[src/sv/rpt_pkg.sv]
package rpt_pkg;

  localparam int PRESS_W       = 13;
  localparam int TEMP_W        = 16;
  localparam int BP_TEMP_W     = 8;
  localparam int TABLE_ROWS    = 52;
  localparam int TABLE_ENTRIES = 52;
  localparam int N_ROWS        = (TABLE_ENTRIES > TABLE_ROWS) ? TABLE_ROWS :
                                 ((TABLE_ENTRIES < 2) ? 2 : TABLE_ENTRIES);
  localparam int IDX_W         = $clog2(TABLE_ROWS);
  localparam int SPAN_W        = 8;
  localparam int DP_W          = SPAN_W;
  localparam int FRAC_W        = 9;
  localparam int DIV_STAGES    = 3;
  localparam int DIV_STEPS     = FRAC_W / DIV_STAGES;

  localparam logic signed [TEMP_W-1:0] SENTINEL_Q8 = -16'sd25600;

  localparam logic [PRESS_W-1:0] BP_PRESS [TABLE_ROWS] = '{
    13'd172,  13'd195,  13'd220,  13'd247,  13'd275,  13'd304,  13'd336,  13'd369,
    13'd405,  13'd442,  13'd481,  13'd523,  13'd567,  13'd613,  13'd661,  13'd712,
    13'd765,  13'd821,  13'd880,  13'd941,  13'd1006, 13'd1073, 13'd1143, 13'd1217,
    13'd1293, 13'd1373, 13'd1457, 13'd1544, 13'd1634, 13'd1728, 13'd1826, 13'd1928,
    13'd2034, 13'd2144, 13'd2258, 13'd2377, 13'd2500, 13'd2628, 13'd2760, 13'd2898,
    13'd3040, 13'd3187, 13'd3340, 13'd3498, 13'd3662, 13'd3832, 13'd4008, 13'd4190,
    13'd4378, 13'd4573, 13'd4776, 13'd4985
  };

  localparam logic signed [BP_TEMP_W-1:0] BP_TEMP [TABLE_ROWS] = '{
    -8'sd30, -8'sd28, -8'sd26, -8'sd24, -8'sd22, -8'sd20, -8'sd18, -8'sd16,
    -8'sd14, -8'sd12, -8'sd10, -8'sd8,  -8'sd6,  -8'sd4,  -8'sd2,  8'sd0,
    8'sd2,   8'sd4,   8'sd6,   8'sd8,   8'sd10,  8'sd12,  8'sd14,  8'sd16,
    8'sd18,  8'sd20,  8'sd22,  8'sd24,  8'sd26,  8'sd28,  8'sd30,  8'sd32,
    8'sd34,  8'sd36,  8'sd38,  8'sd40,  8'sd42,  8'sd44,  8'sd46,  8'sd48,
    8'sd50,  8'sd52,  8'sd54,  8'sd56,  8'sd58,  8'sd60,  8'sd62,  8'sd64,
    8'sd66,  8'sd68,  8'sd70,  8'sd72
  };

  typedef struct packed {
    logic [IDX_W-1:0]   idx;
    logic               in_range;
    logic [PRESS_W-1:0] pressure;
  } rpt_idx_t;

  typedef struct packed {
    logic [DP_W-1:0]                  dp;
    logic [SPAN_W-1:0]                span;
    logic signed [BP_TEMP_W-1:0]      base;
    logic                             in_range;
  } rpt_seg_t;

  typedef struct packed {
    logic [FRAC_W-1:0]                frac;
    logic signed [BP_TEMP_W-1:0]      base;
    logic                             in_range;
  } rpt_quo_t;

  typedef struct packed {
    logic             bit_q;
    logic [DP_W-1:0]  rem;
  } rpt_step_t;

  // one restoring division step, remainder stays below the span
  function automatic rpt_step_t rpt_div_step(input logic [DP_W-1:0] rem,
                                             input logic [SPAN_W-1:0] span);
    logic [DP_W:0] rem2;
    logic [DP_W:0] diff;
    rpt_step_t     res;
    rem2 = {rem, 1'b0};
    diff = rem2 - {1'b0, span};
    if (rem2 >= {1'b0, span}) begin
      res.bit_q = 1'b1;
      res.rem   = diff[DP_W-1:0];
    end else begin
      res.bit_q = 1'b0;
      res.rem   = rem2[DP_W-1:0];
    end
    return res;
  endfunction

endpackage

[src/sv/rpt_search.sv]
module rpt_search (
  input  logic                         clk,
  input  logic                         rst_n,
  input  logic                         in_valid,
  output logic                         in_ready,
  input  logic [rpt_pkg::PRESS_W-1:0]  in_pressure,
  output logic                         out_valid,
  input  logic                         out_ready,
  output rpt_pkg::rpt_idx_t            out_data
);
  import rpt_pkg::*;

  logic                va_r;
  logic                vb_r;
  logic                rdy_a;
  logic                rdy_b;
  logic [N_ROWS-1:0]   thr_r;
  logic [N_ROWS-1:0]   thr_nxt;
  logic [PRESS_W-1:0]  press_a_r;
  rpt_idx_t            idx_r;
  rpt_idx_t            idx_nxt;

  assign rdy_b    = !vb_r || out_ready;
  assign rdy_a    = !va_r || rdy_b;
  assign in_ready = rdy_a;

  // breakpoint compares, a thermometer code since the table ascends
  always_comb begin
    for (int k = 0; k < N_ROWS; k++) begin
      thr_nxt[k] = (in_pressure >= BP_PRESS[k]);
    end
  end

  always_comb begin
    idx_nxt          = '0;
    idx_nxt.pressure = press_a_r;
    idx_nxt.in_range = thr_r[0] && !thr_r[N_ROWS-1];
    for (int k = 0; k < N_ROWS - 1; k++) begin
      if (thr_r[k] && !thr_r[k+1]) begin
        idx_nxt.idx = idx_nxt.idx | IDX_W'(k);
      end
    end
  end

  always_ff @(posedge clk) begin
    if (!rst_n) begin
      va_r <= 1'b0;
      vb_r <= 1'b0;
    end else begin
      if (rdy_a) va_r <= in_valid;
      if (rdy_b) vb_r <= va_r;
    end
  end

  always_ff @(posedge clk) begin
    if (rdy_a && in_valid) begin
      thr_r     <= thr_nxt;
      press_a_r <= in_pressure;
    end
    if (rdy_b && va_r) begin
      idx_r <= idx_nxt;
    end
  end

  assign out_valid = vb_r;
  assign out_data  = idx_r;

endmodule

[src/sv/rpt_segment.sv]
module rpt_segment (
  input  logic               clk,
  input  logic               rst_n,
  input  logic               in_valid,
  output logic               in_ready,
  input  rpt_pkg::rpt_idx_t  in_data,
  output logic               out_valid,
  input  logic               out_ready,
  output rpt_pkg::rpt_seg_t  out_data
);
  import rpt_pkg::*;

  logic               v_r;
  rpt_seg_t           seg_r;
  rpt_seg_t           seg_nxt;
  logic [PRESS_W-1:0] lo;
  logic [PRESS_W-1:0] hi;
  logic [PRESS_W-1:0] dp_full;
  logic [PRESS_W-1:0] span_full;

  assign in_ready = !v_r || out_ready;

  always_comb begin
    lo               = BP_PRESS[in_data.idx];
    hi               = BP_PRESS[in_data.idx + IDX_W'(1)];
    dp_full          = in_data.pressure - lo;
    span_full        = hi - lo;
    seg_nxt.dp       = dp_full[DP_W-1:0];
    seg_nxt.span     = span_full[SPAN_W-1:0];
    seg_nxt.base     = BP_TEMP[in_data.idx];
    seg_nxt.in_range = in_data.in_range;
  end

  always_ff @(posedge clk) begin
    if (!rst_n) begin
      v_r <= 1'b0;
    end else if (in_ready) begin
      v_r <= in_valid;
    end
  end

  always_ff @(posedge clk) begin
    if (in_ready && in_valid) begin
      seg_r <= seg_nxt;
    end
  end

  assign out_valid = v_r;
  assign out_data  = seg_r;

endmodule

[src/sv/rpt_div.sv]
module rpt_div (
  input  logic               clk,
  input  logic               rst_n,
  input  logic               in_valid,
  output logic               in_ready,
  input  rpt_pkg::rpt_seg_t  in_data,
  output logic               out_valid,
  input  logic               out_ready,
  output rpt_pkg::rpt_quo_t  out_data
);
  import rpt_pkg::*;

  logic                         v_r    [DIV_STAGES];
  logic [DIV_STAGES-1:0]        rdy;
  logic [DIV_STAGES-1:0]        v_in;
  logic [DP_W-1:0]              rem_r  [DIV_STAGES];
  logic [SPAN_W-1:0]            span_r [DIV_STAGES];
  logic [FRAC_W-1:0]            frac_r [DIV_STAGES];
  logic signed [BP_TEMP_W-1:0]  base_r [DIV_STAGES];
  logic                         rng_r  [DIV_STAGES];

  for (genvar s = 0; s < DIV_STAGES; s++) begin : g_stage
    logic [DP_W-1:0]             rem_in;
    logic [SPAN_W-1:0]           span_in;
    logic [FRAC_W-1:0]           frac_in;
    logic signed [BP_TEMP_W-1:0] base_in;
    logic                        rng_in;
    logic                        rdy_down;
    logic [DP_W-1:0]             rem_nxt;
    logic [FRAC_W-1:0]           frac_nxt;

    if (s == 0) begin : g_first
      assign rem_in  = in_data.dp;
      assign span_in = in_data.span;
      assign frac_in = '0;
      assign base_in = in_data.base;
      assign rng_in  = in_data.in_range;
      assign v_in[s] = in_valid;
    end else begin : g_next
      assign rem_in  = rem_r[s-1];
      assign span_in = span_r[s-1];
      assign frac_in = frac_r[s-1];
      assign base_in = base_r[s-1];
      assign rng_in  = rng_r[s-1];
      assign v_in[s] = v_r[s-1];
    end

    if (s == DIV_STAGES - 1) begin : g_last
      assign rdy_down = out_ready;
    end else begin : g_mid
      assign rdy_down = rdy[s+1];
    end

    assign rdy[s] = !v_r[s] || rdy_down;

    always_comb begin
      rpt_step_t st;
      rem_nxt  = rem_in;
      frac_nxt = frac_in;
      for (int j = 0; j < DIV_STEPS; j++) begin
        st       = rpt_div_step(rem_nxt, span_in);
        rem_nxt  = st.rem;
        frac_nxt = {frac_nxt[FRAC_W-2:0], st.bit_q};
      end
    end

    always_ff @(posedge clk) begin
      if (!rst_n) begin
        v_r[s] <= 1'b0;
      end else if (rdy[s]) begin
        v_r[s] <= v_in[s];
      end
    end

    always_ff @(posedge clk) begin
      if (rdy[s] && v_in[s]) begin
        rem_r[s]  <= rem_nxt;
        span_r[s] <= span_in;
        frac_r[s] <= frac_nxt;
        base_r[s] <= base_in;
        rng_r[s]  <= rng_in;
      end
    end
  end

  assign in_ready          = rdy[0];
  assign out_valid         = v_r[DIV_STAGES-1];
  assign out_data.frac     = frac_r[DIV_STAGES-1];
  assign out_data.base     = base_r[DIV_STAGES-1];
  assign out_data.in_range = rng_r[DIV_STAGES-1];

endmodule

[src/sv/refrigerant_pressure_to_temp_unit.sv]
// refrigerant saturation temperature from pressure, piecewise linear table
//
// input channel: in_valid / in_stall with in_pressure (13 bit unsigned)
// result channel: out_valid / out_stall with out_temperature (signed, 1/256 C)
// and out_in_range; an item moves at an edge where valid is high and stall low
//
// every input item gives exactly one result item, in order
// from acceptance to out_valid an item passes the stages breakpoint compare, index
// encode, segment fetch, three radix-2 divider stages of 3 bits each, and output
// throughput: one item per cycle while out_stall is low; each stage holds one
// item and moves on when the stage after it is empty or moving, so bubbles close up
// out of table span (below the first or at/above the last breakpoint) gives
// -100 C with out_in_range low
// reset (rst_n low, synchronous) empties all stages; out_valid drops at once
// while out_stall is high the result holds and the stages behind it keep
// filling; in_stall rises only when every stage holds an item
module refrigerant_pressure_to_temp_unit (
  input  logic                                clk,
  input  logic                                rst_n,
  input  logic                                in_valid,
  output logic                                in_stall,
  input  logic [rpt_pkg::PRESS_W-1:0]         in_pressure,
  output logic                                out_valid,
  input  logic                                out_stall,
  output logic signed [rpt_pkg::TEMP_W-1:0]   out_temperature,
  output logic                                out_in_range
);
  import rpt_pkg::*;

  logic                       srch_valid;
  logic                       srch_ready;
  logic                       in_ready;
  rpt_idx_t                   srch_data;
  logic                       seg_valid;
  logic                       seg_ready;
  rpt_seg_t                   seg_data;
  logic                       div_valid;
  logic                       div_ready;
  rpt_quo_t                   div_data;
  logic                       out_valid_r;
  logic signed [TEMP_W-1:0]   temp_r;
  logic signed [TEMP_W-1:0]   temp_nxt;
  logic                       rng_r;

  rpt_search u_search (
    .clk         (clk),
    .rst_n       (rst_n),
    .in_valid    (in_valid),
    .in_ready    (in_ready),
    .in_pressure (in_pressure),
    .out_valid   (srch_valid),
    .out_ready   (srch_ready),
    .out_data    (srch_data)
  );

  rpt_segment u_segment (
    .clk       (clk),
    .rst_n     (rst_n),
    .in_valid  (srch_valid),
    .in_ready  (srch_ready),
    .in_data   (srch_data),
    .out_valid (seg_valid),
    .out_ready (seg_ready),
    .out_data  (seg_data)
  );

  rpt_div u_div (
    .clk       (clk),
    .rst_n     (rst_n),
    .in_valid  (seg_valid),
    .in_ready  (seg_ready),
    .in_data   (seg_data),
    .out_valid (div_valid),
    .out_ready (div_ready),
    .out_data  (div_data)
  );

  assign div_ready = !out_valid_r || !out_stall;

  always_comb begin
    if (div_data.in_range) begin
      temp_nxt = {div_data.base, 8'h00} + TEMP_W'(div_data.frac);
    end else begin
      temp_nxt = SENTINEL_Q8;
    end
  end

  always_ff @(posedge clk) begin
    if (!rst_n) begin
      out_valid_r <= 1'b0;
    end else if (div_ready) begin
      out_valid_r <= div_valid;
    end
  end

  always_ff @(posedge clk) begin
    if (div_ready && div_valid) begin
      temp_r <= temp_nxt;
      rng_r  <= div_data.in_range;
    end
  end

  assign in_stall        = !in_ready;
  assign out_valid       = out_valid_r;
  assign out_temperature = temp_r;
  assign out_in_range    = rng_r;

endmodule

[config.mk]
export PLATFORM = sky130hd
export DESIGN_NAME = refrigerant_pressure_to_temp_unit
export DESIGN_NICKNAME = d
export VERILOG_FILES = /design/src/sv/rpt_pkg.sv /design/src/sv/rpt_search.sv /design/src/sv/rpt_segment.sv /design/src/sv/rpt_div.sv /design/src/sv/refrigerant_pressure_to_temp_unit.sv
export SDC_FILE = /design/constraint.sdc
export NUM_CORES = 1
export LEC_CHECK = 0
export ABC_AREA = 1
export BUFFER_PORTS_ARGS = -buffer_cell sky130_fd_sc_hd__buf_2
export CAP_MARGIN = 0
export CORE_ASPECT_RATIO = 1.75
export CORE_UTILIZATION = 45
export CTS_CLUSTER_DIAMETER = 40
export DETAILED_ROUTE_END_ITERATION = 10
export HOLD_SLACK_MARGIN = 0.02
export SETUP_SLACK_MARGIN = 0.1
export SYNTH_ARGS = -nofsm -noshare
export SYNTH_HDL_FRONTEND = slang
export SYNTH_SLANG_ARGS = --single-unit
[constraint.sdc]
create_clock -name clk -period 4.75 [get_ports clk]
set_clock_uncertainty 0.1 [all_clocks]
set_input_delay 1.425 -clock clk [delete_from_list [all_inputs] [get_ports clk]]
set_output_delay 1.425 -clock clk [all_outputs]
set_load 0.05 [all_outputs]
==> results by group <==
Logic synthesis
  – Avg Cell Area, Syn: 8.242 sq um
  – Post-synth EDFFs: 192
  – Asr flop ratio synth: 0%
  – Yosys reg bits: 197
  – Synthesized Nets: 1753
  – Warnings, synthesis: 0
  – Mapped Area: 13550 sq um
  – Ys flop type: edfxtp_1
  – Register area share after synthesis: 43.29%
  – Cells after Synth: 1644
  – Distinct cells, synth: 61

STA
  – Final hold vios: 0
  – RSZ-0062 raised after global routing: false
  – Final min period: 4436 ps
  – Slew HR: 32.93%
  – Worst hold slack: 315.5 ps
  – Setup ws final: 313.9 ps
  – Period Utilization, post-route: 93.39%
  – Fmax: 0.2254 GHz
  – Slew at the pin closest to its max-slew limit: 996.8 ps
  – Max Slew Vio Count: 0
  – # setup viols final: 0

Drt
  – WL/cell: 20.65 microns
  – Antenna Violating Nets Remaining: 0
  – Initial DRT Pass Iterations: 6
  – Via count: 11950
  – DR iter-0 viols: 567
  – DRC: 0
  – Total wire length: 44.89 mm
  – Via/cell ratio: 5.495

Die
  – Number of cell rows: 83
  – Die Span X: 133.2 microns
  – Height of the chip: 231.6 microns
  – Starting Density: 45.94%
  – Core area: 29490 sq um
  – IO Count: 36
  – Die area: 30840 sq um

Placed design
  – Final GP Congestion: 1.088
  – DP Area: 14720 sq um
  – PortBufs: 35
  – Estimated wirelength of the detail-placed design: 35.93 mm
  – Pre-CTS setup slack: -46.98 ps

Worst setup path
  – CP most frequent cell: nand2_1
  – Critical path launch point type: flop
  – CP endpoint kind: flop
  – CP required: 4850 ps
  – CP Max Fanout: 8
  – FF-to-FF path depth: 26
  – CP Launch Point: u_div.rem_r[0][11]
  – Worst r2r src: u_div.rem_r[0][11]
  – Arr. time, crit path: 4540 ps
  – CP max-delay cell: edfxtp_1
  – Largest stage delay on the critical path: 460 ps
  – Worst setup path class: flop to flop

Pwr
  – Worst ir drop on vdd: 0.0002681 V
  – Leak Pwr: 7.094 nW
  – Tot Pwr: 4.449 mW
  – Pwr dens: 275.0 nW/um^2

Global routing
  – Initial antenna violation count: 0
  – Total gr overflow: 0
  – GRT Util Overall: 29.61%
  – Vias in the first global route: 11980
  – First-pass GRT wire length: 66.27 mm
  – Largest net degree at the start of global routing: 61

Min path
  – Hold Startpoint: u_segment.out_data[4]
  – Worst Hold Depth: 0
  – Hold WC Path Type: flop to flop

Finish
  – Post-route cell area: 16180 sq um
  – Total Nets Final: 1888
  – Antenna diodes: 0
  – P&R area growth vs syn: 19.37%
  – FILL cells: 2745
  – Layout cells sized above 1: 18.86%
  – Final Util: 54.84%

Clock tree
  – TritonCTS clock tree: done
  – CTS Hold Bufs: 0
  – H-tree depth: 4
  – Root buf cell: clkbuf_16
  – CTS sink count: 197
  – Clk_lat worst skew: 460 ps
  – Clk slew on worst S/H paths: 80 ps
  – CTS Buffer Depth: 2
  – Total CTS buffers: 17

Status
  – Status: complete, no violations

Run
  – Max-Cap Viols: 0
==> critical path: cells and delay by family (launching register included) <==
family,cells,cell delay (ps)
AOI/OAI and AO/OA,6,790
adders and majority gates,3,980
buffers and inverters,2,190
DFF,1,460
and+or+nand+nor,15,1650
==> synth_stat cells (18+ instances only) <==
| library cell | number | share of area, % |
|---|---|---|
| o211ai_1 | 18 | 1.0 |
| o21ai_0 | 107 | 4.0 |
| nand2_1 | 370 | 10 |
| xnor2_1 | 20 | 1.3 |
| a21oi_1 | 99 | 3.7 |
| inv_1 | 252 | 7.0 |
| nor2_1 | 155 | 4.3 |
| nand3_1 | 96 | 3.5 |
| edfxtp_1 | 192 | 43 |
| nor3_1 | 23 | 0.85 |
| nand4_1 | 23 | 1.1 |
| xor2_1 | 36 | 2.3 |
| ha_1 | 87 | 8.0 |
==> through the flow <==
step                      TNS [ps]  instances
final                            0       2174
after CTS                        0       2154
after floorplan                  0       1644
after detailed placement    -262.5       2117
after global routing             0       2174
after global placement           0       2117
==> cells in the final DEF, fill, tap and decap left out, types with 11 or more instances in the layout <==
| cell | n |
|---|---|
| nand2_1 | 353 |
| inv_1 | 239 |
| edfxtp_1 | 192 |
| nor2_1 | 147 |
| buf_4 | 106 |
| o21ai_0 | 94 |
| nand3_1 | 90 |
| a21oi_1 | 89 |
| ha_1 | 54 |
| xor2_1 | 36 |
| buf_2 | 35 |
| ha_4 | 29 |
| nand2_2 | 26 |
| nand4_1 | 23 |
| inv_2 | 20 |
| xnor2_1 | 20 |
| nor3_1 | 19 |
| o211ai_1 | 18 |
| clkbuf_16 | 17 |
| nor2_2 | 12 |
| a21oi_2 | 11 |
==> power by group <==
| part | internal, mW | total [mW] | switching (mW) | leakage [nW] |
|---|---|---|---|---|
| sequential | 1.97 | 2.00 | 0.0254 | 1.74 |
| combinational | 0.368 | 0.966 | 0.598 | 5.06 |
| clock | 0.758 | 1.49 | 0.729 | 0.296 |
==> final cells by class <==
type	count	area (sq um)	share of cell area, %
Multi-Input combinational cell	1157	7226	44.67
Tap cell	382	478.0	2.955
Inverter	262	993.5	6.142
Clock inverter	15	182.7	1.129
Timing Repair Buffer	144	1005	6.211
Sequential cell	197	5866	36.26
Clock buffer	17	425.4	2.630
==> what timing repair did <==
| item | CTS | global route |
|---|---|---|
| gates cloned | 1 | 0 |
| pin swaps | 2 | 43 |
| resized for setup | 11 | 124 |
| buffers inserted | 4 | 20 |
| endpoints found under the hold margin | 0 | 0 |
| endpoints found under the setup margin | 19 | 19 |
==> cells by family after synthesis <==
kind of cell    Yosys count  synth area share [%]
simple gates            722                 23.81
buf+inv                 291                 8.283
compound gates          286                 12.23
flops                   197                 43.29
fa+ha+maj                92                 8.772
xor+xnor                 56                 3.620
==> routing by layer <==
metal	wire length (microns)	GRT usage, %	share of wire, %	vias up
li1	-	-	-	5813
met1	13240	22.70	29	5601
met2	25800	60.45	57	336
met3	1192	4.265	2.7	197
met4	4665	27.70	10	0
met5	0	0	0	-
==> final timing paths <==
| path | to | slack [ps] |
|---|---|---|
| worst min-delay path | u_div.base_r[0][3] | 320 |
| worst min register to register | u_div.base_r[0][3] | 320 |
| worst max register to register | u_div.frac_r[0][18] | 310 |
| worst max-delay path | u_div.frac_r[0][18] | 310 |
==> sequential cells by signal, indices dropped and copies added (netlist names) <==
name / flops
out_temperature: 16
out_in_range: 1
u_div.rem_r: 16
u_div.rng_r: 3
u_segment.out_valid: 1
out_valid: 1
u_search.thr_r: 52
u_search.out_valid: 1
u_search.press_a_r: 8
u_div.frac_r: 18
u_search.out_data: 15
u_div.span_r: 16
u_div.base_r: 21
u_segment.out_data: 24
u_div.v_r: 3
u_search.va_r: 1
No activity file was read; power rests on OpenSTA's default activity.
